<file path="src/rtl/core/tepq_pkg.sv">
// shared constants, types and address helper for the timed event priority queue
package tepq_pkg;

    localparam int DEPTH       = 64;
    localparam int TIME_BITS   = 48;
    localparam int TARGET_BITS = 10;
    localparam int FILL_BITS   = 7;
    localparam int ADDR_BITS   = $clog2(DEPTH);
    localparam int COUNT_BITS  = $clog2(DEPTH + 1);

    localparam int S_TDATA_BITS = ((TIME_BITS + TARGET_BITS + 7) / 8) * 8;
    localparam int M_TDATA_BITS = ((TIME_BITS + TARGET_BITS + FILL_BITS + 7) / 8) * 8;

    // result status codes
    typedef enum logic [1:0] {
        ST_INSERTED = 2'd0,
        ST_POPPED   = 2'd1,
        ST_EMPTY    = 2'd2,
        ST_FULL     = 2'd3
    } status_t;

    // logical slot chosen for a memory read
    typedef enum logic [1:0] {
        RD_HEAD = 2'd0,
        RD_LAST = 2'd1,
        RD_PREV = 2'd2
    } rd_sel_t;

    // logical slot and data chosen for a memory write
    typedef enum logic [1:0] {
        WR_ZERO  = 2'd0,
        WR_SHIFT = 2'd1,
        WR_NEXT  = 2'd2
    } wr_sel_t;

    typedef struct packed {
        logic [TIME_BITS-1:0]   time_val;
        logic [TARGET_BITS-1:0] target;
    } slot_t;

    // controller to datapath
    typedef struct packed {
        logic    load_item;
        logic    rd_en;
        rd_sel_t rd_sel;
        logic    wr_en;
        wr_sel_t wr_sel;
        logic    idx_load;
        logic    idx_dec;
        logic    cnt_inc;
        logic    pop_advance;
        logic    set_result;
        status_t result;
        logic    out_load;
    } dp_cmd_t;

    // datapath to controller
    typedef struct packed {
        logic is_pop;
        logic empty;
        logic full;
        logic rd_ge;
        logic idx_zero;
        logic out_free;
    } dp_stat_t;

    // logical position behind the head to physical slot of the ring
    function automatic logic [ADDR_BITS-1:0] phys_addr(
        input logic [ADDR_BITS-1:0] head,
        input logic [ADDR_BITS-1:0] lidx
    );
        logic [ADDR_BITS:0] sum;
        sum = {1'b0, head} + {1'b0, lidx};
        if (sum >= (ADDR_BITS + 1)'(DEPTH)) begin
            sum = sum - (ADDR_BITS + 1)'(DEPTH);
        end
        return sum[ADDR_BITS-1:0];
    endfunction

endpackage

</file>
<file path="src/rtl/core/tepq_ctrl.sv">
// sequencing state machine for insert, pop and result hand-off
module tepq_ctrl (
    input  logic               aclk,
    input  logic               aresetn,
    input  logic               s_tvalid,
    output logic               s_tready,
    input  tepq_pkg::dp_stat_t stat,
    output tepq_pkg::dp_cmd_t  cmd
);

    typedef enum logic [2:0] {
        IDLE,
        DECIDE,
        POP_DATA,
        INS_CMP,
        INS_LAST,
        RESULT
    } state_t;

    state_t state_reg;
    state_t state_next;

    // state register
    always_ff @(posedge aclk) begin
        if (!aresetn) begin
            state_reg <= IDLE;
        end else begin
            state_reg <= state_next;
        end
    end

    assign s_tready = (state_reg == IDLE);

    // next state and datapath commands
    always_comb begin
        cmd        = '0;
        state_next = state_reg;
        unique case (state_reg)
            IDLE: begin
                if (s_tvalid) begin
                    cmd.load_item = 1'b1;
                    state_next    = DECIDE;
                end
            end
            DECIDE: begin
                priority if (stat.is_pop && stat.empty) begin
                    cmd.set_result = 1'b1;
                    cmd.result     = tepq_pkg::ST_EMPTY;
                    state_next     = RESULT;
                end else if (stat.is_pop) begin
                    cmd.rd_en  = 1'b1;
                    cmd.rd_sel = tepq_pkg::RD_HEAD;
                    state_next = POP_DATA;
                end else if (stat.full) begin
                    cmd.set_result = 1'b1;
                    cmd.result     = tepq_pkg::ST_FULL;
                    state_next     = RESULT;
                end else if (stat.empty) begin
                    cmd.wr_en      = 1'b1;
                    cmd.wr_sel     = tepq_pkg::WR_ZERO;
                    cmd.cnt_inc    = 1'b1;
                    cmd.set_result = 1'b1;
                    cmd.result     = tepq_pkg::ST_INSERTED;
                    state_next     = RESULT;
                end else begin
                    cmd.rd_en    = 1'b1;
                    cmd.rd_sel   = tepq_pkg::RD_LAST;
                    cmd.idx_load = 1'b1;
                    state_next   = INS_CMP;
                end
            end
            POP_DATA: begin
                cmd.pop_advance = 1'b1;
                cmd.set_result  = 1'b1;
                cmd.result      = tepq_pkg::ST_POPPED;
                state_next      = RESULT;
            end
            INS_CMP: begin
                // stored event not earlier: move it up one slot and keep scanning down
                if (stat.rd_ge) begin
                    cmd.wr_en  = 1'b1;
                    cmd.wr_sel = tepq_pkg::WR_SHIFT;
                    if (stat.idx_zero) begin
                        state_next = INS_LAST;
                    end else begin
                        cmd.rd_en   = 1'b1;
                        cmd.rd_sel  = tepq_pkg::RD_PREV;
                        cmd.idx_dec = 1'b1;
                    end
                end else begin
                    cmd.wr_en      = 1'b1;
                    cmd.wr_sel     = tepq_pkg::WR_NEXT;
                    cmd.cnt_inc    = 1'b1;
                    cmd.set_result = 1'b1;
                    cmd.result     = tepq_pkg::ST_INSERTED;
                    state_next     = RESULT;
                end
            end
            INS_LAST: begin
                cmd.wr_en      = 1'b1;
                cmd.wr_sel     = tepq_pkg::WR_ZERO;
                cmd.cnt_inc    = 1'b1;
                cmd.set_result = 1'b1;
                cmd.result     = tepq_pkg::ST_INSERTED;
                state_next     = RESULT;
            end
            RESULT: begin
                if (stat.out_free) begin
                    cmd.out_load = 1'b1;
                    state_next   = IDLE;
                end
            end
            default: begin
                state_next = IDLE;
            end
        endcase
    end

endmodule

</file>
<file path="src/rtl/core/tepq_dp.sv">
// event ring memory, head and fill count, item and result registers
module tepq_dp (
    input  logic                                aclk,
    input  logic                                aresetn,
    input  tepq_pkg::dp_cmd_t                   cmd,
    output tepq_pkg::dp_stat_t                  stat,
    input  logic [tepq_pkg::S_TDATA_BITS-1:0]   s_tdata,
    input  logic [0:0]                          s_tuser,
    output logic                                m_tvalid,
    input  logic                                m_tready,
    output logic [tepq_pkg::M_TDATA_BITS-1:0]   m_tdata,
    output logic [1:0]                          m_tuser
);

    localparam int AB = tepq_pkg::ADDR_BITS;
    localparam int CB = tepq_pkg::COUNT_BITS;
    localparam int TB = tepq_pkg::TIME_BITS;
    localparam int GB = tepq_pkg::TARGET_BITS;
    localparam int FB = tepq_pkg::FILL_BITS;
    localparam int PAD_BITS = tepq_pkg::M_TDATA_BITS - TB - GB - FB;

    // slot memory
    tepq_pkg::slot_t mem [tepq_pkg::DEPTH];

    logic              item_pop_reg;
    tepq_pkg::slot_t   item_reg;
    tepq_pkg::slot_t   rd_slot_reg;
    logic [AB-1:0]     head_reg;
    logic [CB-1:0]     count_reg;
    logic [AB-1:0]     idx_reg;
    tepq_pkg::status_t pend_status_reg;
    tepq_pkg::slot_t   pend_slot_reg;
    logic              m_valid_reg;
    tepq_pkg::status_t m_status_reg;
    tepq_pkg::slot_t   m_slot_reg;
    logic [FB-1:0]     m_fill_reg;

    logic [AB-1:0]     last_lidx;
    logic [AB-1:0]     rd_lidx;
    logic [AB-1:0]     wr_lidx;
    logic [AB-1:0]     rd_addr;
    logic [AB-1:0]     wr_addr;
    tepq_pkg::slot_t   wr_data;
    logic [CB-1:0]     count_minus;

    assign count_minus = count_reg - CB'(1);
    assign last_lidx   = count_minus[AB-1:0];

    // logical read and write positions
    always_comb begin
        unique case (cmd.rd_sel)
            tepq_pkg::RD_HEAD: rd_lidx = '0;
            tepq_pkg::RD_LAST: rd_lidx = last_lidx;
            tepq_pkg::RD_PREV: rd_lidx = idx_reg - AB'(1);
            default:           rd_lidx = '0;
        endcase
        unique case (cmd.wr_sel)
            tepq_pkg::WR_ZERO: begin
                wr_lidx = '0;
                wr_data = item_reg;
            end
            tepq_pkg::WR_SHIFT: begin
                wr_lidx = idx_reg + AB'(1);
                wr_data = rd_slot_reg;
            end
            tepq_pkg::WR_NEXT: begin
                wr_lidx = idx_reg + AB'(1);
                wr_data = item_reg;
            end
            default: begin
                wr_lidx = '0;
                wr_data = item_reg;
            end
        endcase
    end

    assign rd_addr = tepq_pkg::phys_addr(head_reg, rd_lidx);
    assign wr_addr = tepq_pkg::phys_addr(head_reg, wr_lidx);

    // memory write port and registered read port
    always_ff @(posedge aclk) begin
        if (cmd.wr_en) begin
            mem[wr_addr] <= wr_data;
        end
        if (cmd.rd_en) begin
            rd_slot_reg <= mem[rd_addr];
        end
    end

    // ring head and fill count
    always_ff @(posedge aclk) begin
        if (!aresetn) begin
            head_reg  <= '0;
            count_reg <= '0;
        end else begin
            if (cmd.cnt_inc) begin
                count_reg <= count_reg + CB'(1);
            end else if (cmd.pop_advance) begin
                count_reg <= count_minus;
                head_reg  <= tepq_pkg::phys_addr(head_reg, AB'(1));
            end
        end
    end

    // accepted item and scan index
    always_ff @(posedge aclk) begin
        if (cmd.load_item) begin
            item_pop_reg    <= s_tuser[0];
            item_reg.time_val <= s_tdata[TB-1:0];
            item_reg.target <= s_tdata[TB+GB-1:TB];
        end
        if (cmd.idx_load) begin
            idx_reg <= last_lidx;
        end else if (cmd.idx_dec) begin
            idx_reg <= idx_reg - AB'(1);
        end
    end

    // pending result
    always_ff @(posedge aclk) begin
        if (cmd.set_result) begin
            pend_status_reg <= cmd.result;
            if (cmd.result == tepq_pkg::ST_POPPED) begin
                pend_slot_reg <= rd_slot_reg;
            end else begin
                pend_slot_reg <= '0;
            end
        end
    end

    // output register
    always_ff @(posedge aclk) begin
        if (!aresetn) begin
            m_valid_reg <= 1'b0;
        end else if (cmd.out_load) begin
            m_valid_reg <= 1'b1;
        end else if (m_tready) begin
            m_valid_reg <= 1'b0;
        end
        if (cmd.out_load) begin
            m_status_reg <= pend_status_reg;
            m_slot_reg   <= pend_slot_reg;
            m_fill_reg   <= FB'(count_reg);
        end
    end

    assign m_tvalid = m_valid_reg;
    assign m_tuser  = m_status_reg;
    assign m_tdata  = {{PAD_BITS{1'b0}}, m_fill_reg, m_slot_reg.target, m_slot_reg.time_val};

    // status to the controller
    assign stat.is_pop   = item_pop_reg;
    assign stat.empty    = (count_reg == '0);
    assign stat.full     = (count_reg == CB'(tepq_pkg::DEPTH));
    assign stat.rd_ge    = (rd_slot_reg.time_val >= item_reg.time_val);
    assign stat.idx_zero = (idx_reg == '0);
    assign stat.out_free = !m_valid_reg || m_tready;

endmodule

</file>
<file path="src/rtl/core/timed_event_priority_queue.sv">
// top level of the timed event priority queue
//
//  channel  dir  tdata                                   tuser
//  s_       in   event_time, event_target                command (0 insert, 1 pop)
//  m_       out  popped_time, popped_target, fill_count  status
//
// a pop reads the head slot in DECIDE and sets its result in POP_DATA; a pop on
// empty, an insert when full and an insert into an empty queue set their result
// in DECIDE; an insert behind events not earlier shifts them in INS_CMP: the single
// write port of the slot memory moves one event up per cycle.
// reset clears count, head, output valid and state only; slots need no clearing.
// a result waiting on m_ does not block acceptance; the next result waits for it.
module timed_event_priority_queue (
    input  logic                              aclk,
    input  logic                              aresetn,
    input  logic                              s_tvalid,
    output logic                              s_tready,
    // event_time, event_target
    input  logic [tepq_pkg::S_TDATA_BITS-1:0] s_tdata,
    // command
    input  logic [0:0]                        s_tuser,
    output logic                              m_tvalid,
    input  logic                              m_tready,
    // popped_time, popped_target, fill_count
    output logic [tepq_pkg::M_TDATA_BITS-1:0] m_tdata,
    // status
    output logic [1:0]                        m_tuser
);

    tepq_pkg::dp_cmd_t  cmd;
    tepq_pkg::dp_stat_t stat;

    // sequencer
    tepq_ctrl u_ctrl (
        .aclk     (aclk),
        .aresetn  (aresetn),
        .s_tvalid (s_tvalid),
        .s_tready (s_tready),
        .stat     (stat),
        .cmd      (cmd)
    );

    // storage and result path
    tepq_dp u_dp (
        .aclk     (aclk),
        .aresetn  (aresetn),
        .cmd      (cmd),
        .stat     (stat),
        .s_tdata  (s_tdata),
        .s_tuser  (s_tuser),
        .m_tvalid (m_tvalid),
        .m_tready (m_tready),
        .m_tdata  (m_tdata),
        .m_tuser  (m_tuser)
    );

endmodule

</file>
<file path="config.mk">
export PLATFORM = sky130hd
export DESIGN_NAME = timed_event_priority_queue
export DESIGN_NICKNAME = d
export VERILOG_FILES = /design/src/rtl/core/tepq_pkg.sv /design/src/rtl/core/tepq_ctrl.sv /design/src/rtl/core/tepq_dp.sv /design/src/rtl/core/timed_event_priority_queue.sv
export SDC_FILE = /design/constraint.sdc
export NUM_CORES = 2
export LEC_CHECK = 0
export BUFFER_PORTS_ARGS = -buffer_cell sky130_fd_sc_hd__clkbuf_2
export CAP_MARGIN = 20
export CELL_PAD_IN_SITES_DETAIL_PLACEMENT = 1
export CELL_PAD_IN_SITES_GLOBAL_PLACEMENT = 2
export CORE_ASPECT_RATIO = 1.2
export CORE_MARGIN = 3
export CORE_UTILIZATION = 52
export CTS_CLUSTER_DIAMETER = 80
export DETAILED_ROUTE_END_ITERATION = 8
export PLACE_DENSITY = 0.84
export SLEW_MARGIN = 25
export SYNTH_ARGS = -nofsm -noshare
export SYNTH_HDL_FRONTEND = slang
export SYNTH_SLANG_ARGS = --single-unit
export TNS_END_PERCENT = 1
</file>
<file path="constraint.sdc">
create_clock -name aclk -period 7.43 [get_ports aclk]
set_clock_uncertainty 0.15 [all_clocks]
set_input_delay 1.486 -clock aclk [delete_from_list [all_inputs] [get_ports aclk]]
set_output_delay 1.486 -clock aclk [all_outputs]
set_load 0.01 [all_outputs]
</file>
# Yosys cells after proc, flatten, opt, wreduce, memory -nomap -nowiden
# Memory sizes are Yosys's and may differ from the RTL's. A register that Yosys moved wholly into a read port is not among the register bits.
# Index checks and enable logic that the tools add are counted.
totals:
  regBits: 209
  ram_bits: 3712
  output_inout_bits: 76
  mem_count: 1
memory_table:
  columns: ["name", "words", "word_bits", "rd", "rd_clocked_by_memory_dff", "wr", "line", "source"]
  rows:
  - ["u_dp.mem", 64, 58, 1, 1, 1, "tepq_dp.sv:23", "tepq_pkg::slot_t mem [tepq_pkg::DEPTH];"]
op_classes:
  n_addsub: 10
  n_lt_le_gt_ge: 4
  eq_ne: 14
  muxes: 55
  bitwise_logic: 1
  reduce_logical: 13
ops:
  columns: ["operator", "count"]
  rows:
  - ["$mux W58", 1]
  - ["$mux W3", 17]
  - ["$ge A48 B48 Y1", 1]
  - ["$mux W6", 6]
  - ["$mux W7", 4]
  - ["$sub A6 B1 Y6 const B", 4]
  - ["$ge A7 B7 Y1 const B", 3]
  - ["$mux W1", 19]
  - ["$pmux W3 S5", 1]
  - ["$add A6 B6 Y7", 2]
  - ["$pmux W3 S4", 1]
  - ["$pmux W6 S2", 1]
  - ["$pmux W3 S3", 1]
  - ["$add A6 B1 Y7 const B", 1]
  - ["$add A7 B1 Y7 const B", 1]
  - ["$eq A7 B7 Y1 const B", 1]
  - ["$logic_not A7 Y1", 1]
  - ["$sub A7 B1 Y7 const B", 1]
  - ["$add A6 B1 Y6 const B", 1]
  - ["$eq A2 B1 Y1 const B", 3]
  - ["$eq A3 B2 Y1 const B", 2]
  - ["$eq A3 B3 Y1 const B", 2]
  - ["$logic_not A6 Y1", 1]
  - ["$pmux W3 S2", 1]
  - ["16 further kinds", 21]

# Logic depth before layout (Yosys ltp)
depth:
  depth_word: 12
  ltp_mapped: 24

# Cells and area by module
# Synthesis repeated with hierarchy kept, for this count alone.
hier_totals:
  hier_cells: 7533
  area_unflattened_um2: 153992.7
by_module_without_submodules:
  columns: ["module", "n_inst", "cells_each", "area_per_inst_um2", "seq_area_each_um2"]
  rows:
  - ["tepq_dp", 1, 7477, 153631.1, 119254.4]
  - ["tepq_ctrl", 1, 56, 361.6, 60.1]

# Least setup slack after synthesis
# No wires, ideal clock.
synth_path:
  kind: "reg-to-reg"
  from: "register u_dp.rd_slot_reg[57] (netlist name)"
  to: "memory u_dp.mem[35][0] (netlist bit), enable pin"
  setup_ps: 474
  t_arrival_ps: 6211
  required_ps: 6806
  slack_ps: 595
  path_stages_with_launch: 18
  n_path_buf: 0
  synth_period_minus_slack_ps: 6835
  path_cell_list: "edfxtp_1 -> ha_1 -> nand4_1 -> nor4_1 -> and3_1 -> o21ai_0 -> nor2b_1 -> a21oi_1 -> ha_1 -> nor2_1 -> ha_1 -> a21o_1 -> a21oi_1 -> o21bai_1 -> a21oi_1 -> xor2_1 -> nand2_1 -> nor2_1"
synth_via:
  elab_chain_len: 9
  elab_cells_between_ends: 11
  classes_between: "2 x add/sub; 2 x order compare; 2 x eq/ne; 4 x mux; 1 x reduce/logical"
synth_rtl:
  columns: ["element", "line", "source"]
  rows:
  - ["$ge A48 B48 Y1 *", "tepq_dp.sv:155", "assign stat.rd_ge = (rd_slot_reg.time_val >= item_reg.time_val);"]
  - ["$mux W2 *", "tepq_ctrl.sv:80", "if (stat.rd_ge) begin"]
  - ["$pmux W3 S3 *", "tepq_ctrl.sv:38", "unique case (state_reg)"]
  - ["$eq A2 B2 Y1 / $eq A2 B1 Y1 (equally long branches)", "tepq_dp.sv:57", "unique case (cmd.wr_sel)"]
  - ["$reduce_or A2 Y1 (no source line) *", null, null]
  - ["$mux W6 *", null, null]
  - ["$add A6 B6 Y7 *", "tepq_pkg.sv:73", "sum = {1'b0, head} + {1'b0, lidx};"]
  - ["$sub A6 B1 Y6 / $ge A7 B7 Y1 (equally long branches)", "tepq_pkg.sv:75, tepq_pkg.sv:74", null]
  - ["$mux W6 *", "tepq_pkg.sv:74", "if (sum >= (ADDR_BITS + 1)'(DEPTH)) begin"]
  - ["end, declared", "tepq_dp.sv:23", null]
# Every way passes the cells marked *; elsewhere a longest branch is shown, timed or not.

# Worst setup path in the final report
layout_path:
  from: "register u_dp.item_reg[25] (netlist bit)"
  to: "register u_dp.rd_slot_reg[24] (netlist name)"
layout_via:
  elab_chain_len: 8
  elab_cells_between_ends: 10
  classes_between: "2 x add/sub; 2 x order compare; 2 x eq/ne; 4 x mux"
layout_rtl:
  columns: ["element", "line", "source"]
  rows:
  - ["start, declared", "tepq_dp.sv:26", "tepq_pkg::slot_t item_reg;"]
  - ["$ge A48 B48 Y1 *", "tepq_dp.sv:155", null]
  - ["$mux W3 *", "tepq_ctrl.sv:80", null]
  - ["$pmux W3 S2 *", "tepq_ctrl.sv:38", null]
  - ["$eq A2 B2 Y1 / $eq A2 B1 Y1 (equally long branches)", "tepq_dp.sv:51", "unique case (cmd.rd_sel)"]
  - ["$pmux W6 S2", "tepq_dp.sv:51", null]
  - ["$add A6 B6 Y7", "tepq_pkg.sv:73", null]
  - ["$sub A6 B1 Y6 / $ge A7 B7 Y1 (equally long branches)", "tepq_pkg.sv:75, tepq_pkg.sv:74", null]
  - ["$mux W6", "tepq_pkg.sv:74", null]
# Marks and branches as above.
# A chain may end at the register's enable or synchronous reset.

==> results.py <==
metrics = {
    "yosys": {
        "yosysWarnings": 0,
        "netlist_area_sq_mm": 0.153,
        "synthArstFlopShare": 0,
        "ys_seq_area_frac": 0.782,
        "ys_ff_latch": 3979,
        "synth_top_area_cell": "edfxtp_1",
        "syn_inst": 6352,
        "synth.area.top_cells": "edfxtp_1 78%, mux4_2 17%, ha_1 0.55%, buf_2 0.45%, mux2i_1 0.40%",
        "synth_edf_count": 3962,
        "synthFlopType": "edfxtp_1",
        "yosysTopAreaCellShare": 0.779,
        "avgSynthCellArea_sq_um": 24.0,
        "synth_cell_types": 64,
    },
    "final_layout": {
        "drive_gt1_frac": 0.331,
        "final_area_sq_mm": 0.175,
        "final_nets": 7114,
        "areaGrowthSynthToFinish_pct": 14.6,
        "largest_register_ffs": 3712,
        "largest-register": "u_dp.mem",
        "final_common_cell": "edfxtp_1",
        "final_cell_mix": "3962 x edfxtp_1, 1160 x mux4_2, 372 x clkbuf_16",
    },
    "critical_path": {
        "endpoint_kind": "register",
        "cp_top_family": "adder cells",
        "crit_arrival_ns": 7.93,
        "crit_start": "u_dp.item_reg[25]",
        "crit_chain": "inv_1 > ha_1 > and4_1 > o211ai_1 > o311ai_0 > buf_4 > o21ai_0 > buf_4 > nor2b_1 > a21oi_1 > nand2_1 > ha_1 > a22oi_1 > nor2_1 > ha_4 > fa_4 > buf_12 > buf_12 > buf_4 > mux4_2 > mux4_2 > a211oi_1 > a21oi_1",
        "slowest_delay_ns": 0.95,
        "reg2reg_from": "u_dp.item_reg[25]",
        "crit_fanout": 36,
        "critPathSlowestCell": "fa_4",
        "cp_num_buf_inv": 6,
        "crit_path_start_kind": "register",
        "path_class": "reg2reg",
        "crit_path_frequent_cell": "buf_4",
        "cp.required_ns": 7.90,
    },
    "power": {
        "power_switching_uw": 13200,
        "p_comb_frac": 0.137,
        "internal-power_uw": 40000,
        "p_leak_uw": 0.0537,
        "peakVddDrop_mv": 0.217,
        "power.share.clock": 0.352,
        "swShare": 0.249,
        "power_uw": 53200,
        "cellPowerDensity_mw_per_mm2": 304,
        "pwr-share-seq": 0.511,
    },
    "detailed_routing": {
        "num_vias": 76900,
        "wirelength_mm": 455,
        "vias_per_cell": 6.93,
        "drt_iter0_drc": 13700,
        "drc": 0,
        "wl_per_cell_microns": 41.0,
        "antenna_left": 0,
        "dr.pass1.iters": 5,
    },
    "global_routing": {
        "track_usage": 0.305,
        "overflow": 0,
        "grt_pass1_vias": 80100,
        "antenna_found_initial": 21,
        "grt_pass1_wl_mm": 637,
        "grt_max_degree": 83,
    },
    "timing": {
        "hold_viol": 0,
        "finalSetupTns_ns": -0.0343,
        "hold_ws_ns": 0.268,
        "worstMarginPinSlew_ns": 0.979,
        "fmax_mhz": 134,
        "slew_headroom": 0.346,
        "period_needed_ns": 7.46,
        "rsz0062_at_grt": "yes",
        "finalSetupViolations": 1,
        "slew_violations": 0,
        "setup_ws_ns": -0.0343,
        "finalCritPeriodShare": 1.00,
    },
    "floorplanning": {
        "start_util": 0.523,
        "fp.dieW_microns": 501,
        "ioPinCount": 145,
        "core_sq_mm": 0.292,
        "design.die.area_sq_mm": 0.300,
        "rows": 217,
        "die_y_microns": 600,
    },
    "clock_network": {
        "htree_levels": 5,
        "cts.clk_slew.worst_paths_ns": 0.07,
        "clock_latency_ns": 0.93,
        "cts_tree": "built",
        "cts_buffers": 364,
        "cts_sinks": 3979,
        "cts_root_buf": "clkbuf_16",
        "cts_buffer_depth": 4,
        "postCtsHoldBufs": 0,
    },
    "placed_design": {
        "gp_congestion": 0.832,
        "place_area_sq_mm": 0.163,
        "pre_cts_ws_ns": 0.105,
        "post-dp-hpwl_mm": 238,
        "port_buffers": 131,
    },
    "min_path": {
        "min_path_type": "reg2reg",
        "holdCritStartpoint": "u_dp.pend_slot_reg[47]",
    },
    "status": {
        "violations": "setup timing",
        "run_status": "finished, violations left",
    },
    "run": {
        "cap_violations": 0,
    },
}
## worst register-to-register path: cells and delay by family (launching register included)
kind	cells	cell delay, ns
DFF	1	0.37
buffers and inverters	6	1.78
and+or+nand+nor	4	0.67
muxes	2	0.87
adders and majority gates	4	1.75
AOI/OAI and AO/OA	7	1.60
## cell usage after synthesis, types with 7 or more instances
master and count:
and3_1 62, mux2_2 11, edfxtp_1 3962, ha_1 67
buf_6 9, nor2_1 104, mux4_2 1160, o21ai_0 56
mux2i_1 61, dfxtp_1 17, a21o_1 8, xor2_1 10
clkbuf_1 151, buf_4 7, buf_1 19, buf_2 137
a21oi_1 96, a211oi_1 59, nor2b_1 63, nand3_1 19
xnor2_1 23, nand4_1 17, nand2_1 85, inv_1 63
## path summary, 6_finish.rpt
kind / depth (start not counted) / endpoint / slack [ns]
setup / recovery: 23 / u_dp.rd_slot_reg[24] / -0.03
hold / removal: 0 / u_dp.m_tdata[37] / 0.27
setup reg to reg: 23 / u_dp.rd_slot_reg[24] / -0.03
hold reg to reg: 0 / u_dp.m_tdata[37] / 0.27
## metrics by stage
step / util / instances
finish: 0.600 / 11100
global placement: 0.559 / 10400
detailed placement: 0.560 / 10400
global route: 0.600 / 11100
CTS: 0.599 / 11100
floorplan: - / 6358
## layer usage
layer  GRT usage  vias up  part of all wire
met3      0.0707     1192              0.12
met4       0.135        6             0.050
met2       0.494     6596              0.49
li1            -    28500                 -
met5           0        -          0.000079
met1       0.399    40700              0.34
## logic make-up (layout without fill, tap and decap cells)
kind of cell / after synthesis / after routing / synth area share
other cells: 1 / 17 / 0.0000246
flops: 3979 / 3979 / 0.782
simple gates: 389 / 389 / 0.0130
buf+inv: 392 / 1290 / 0.0115
mux: 1232 / 1232 / 0.176
xor+xnor: 33 / 33 / 0.00189
fa+ha+maj: 69 / 69 / 0.00575
compound gates: 257 / 257 / 0.0102
## what timing repair did
| item | CTS | global route |
|---|---|---|
| hold endpoints to repair | 0 | 0 |
| gates resized for setup | 1 | 2 |
| buffers inserted | 0 | 0 |
| setup endpoints to repair | 2 | 7 |
## power groups by stage
stage | combinational, uW | sequential, uW | clock [uW]
floorplan | 4120 | 27700 | 0
global placement | 6580 | 27600 | 0
detailed placement | 7000 | 27600 | 0
CTS | 7170 | 27200 | 18900
global route | 7720 | 27200 | 19800
finish | 7270 | 27200 | 18800
## cell type report
| type | instances | area (sq um) |
|---|---|---|
| Antenna cell | 10 | 25.0 |
| Timing Repair Buffer | 581 | 6220 |
| Clock buffer | 429 | 9520 |
| Clock inverter | 217 | 2070 |
| Fill cell | 23500 | 117000 |
| Inverter | 63 | 236 |
| Multi-Input combinational cell | 1987 | 32800 |
| Sequential cell | 3979 | 119000 |
| Tap cell | 3832 | 4790 |
No activity file was read; power rests on OpenSTA's default activity.
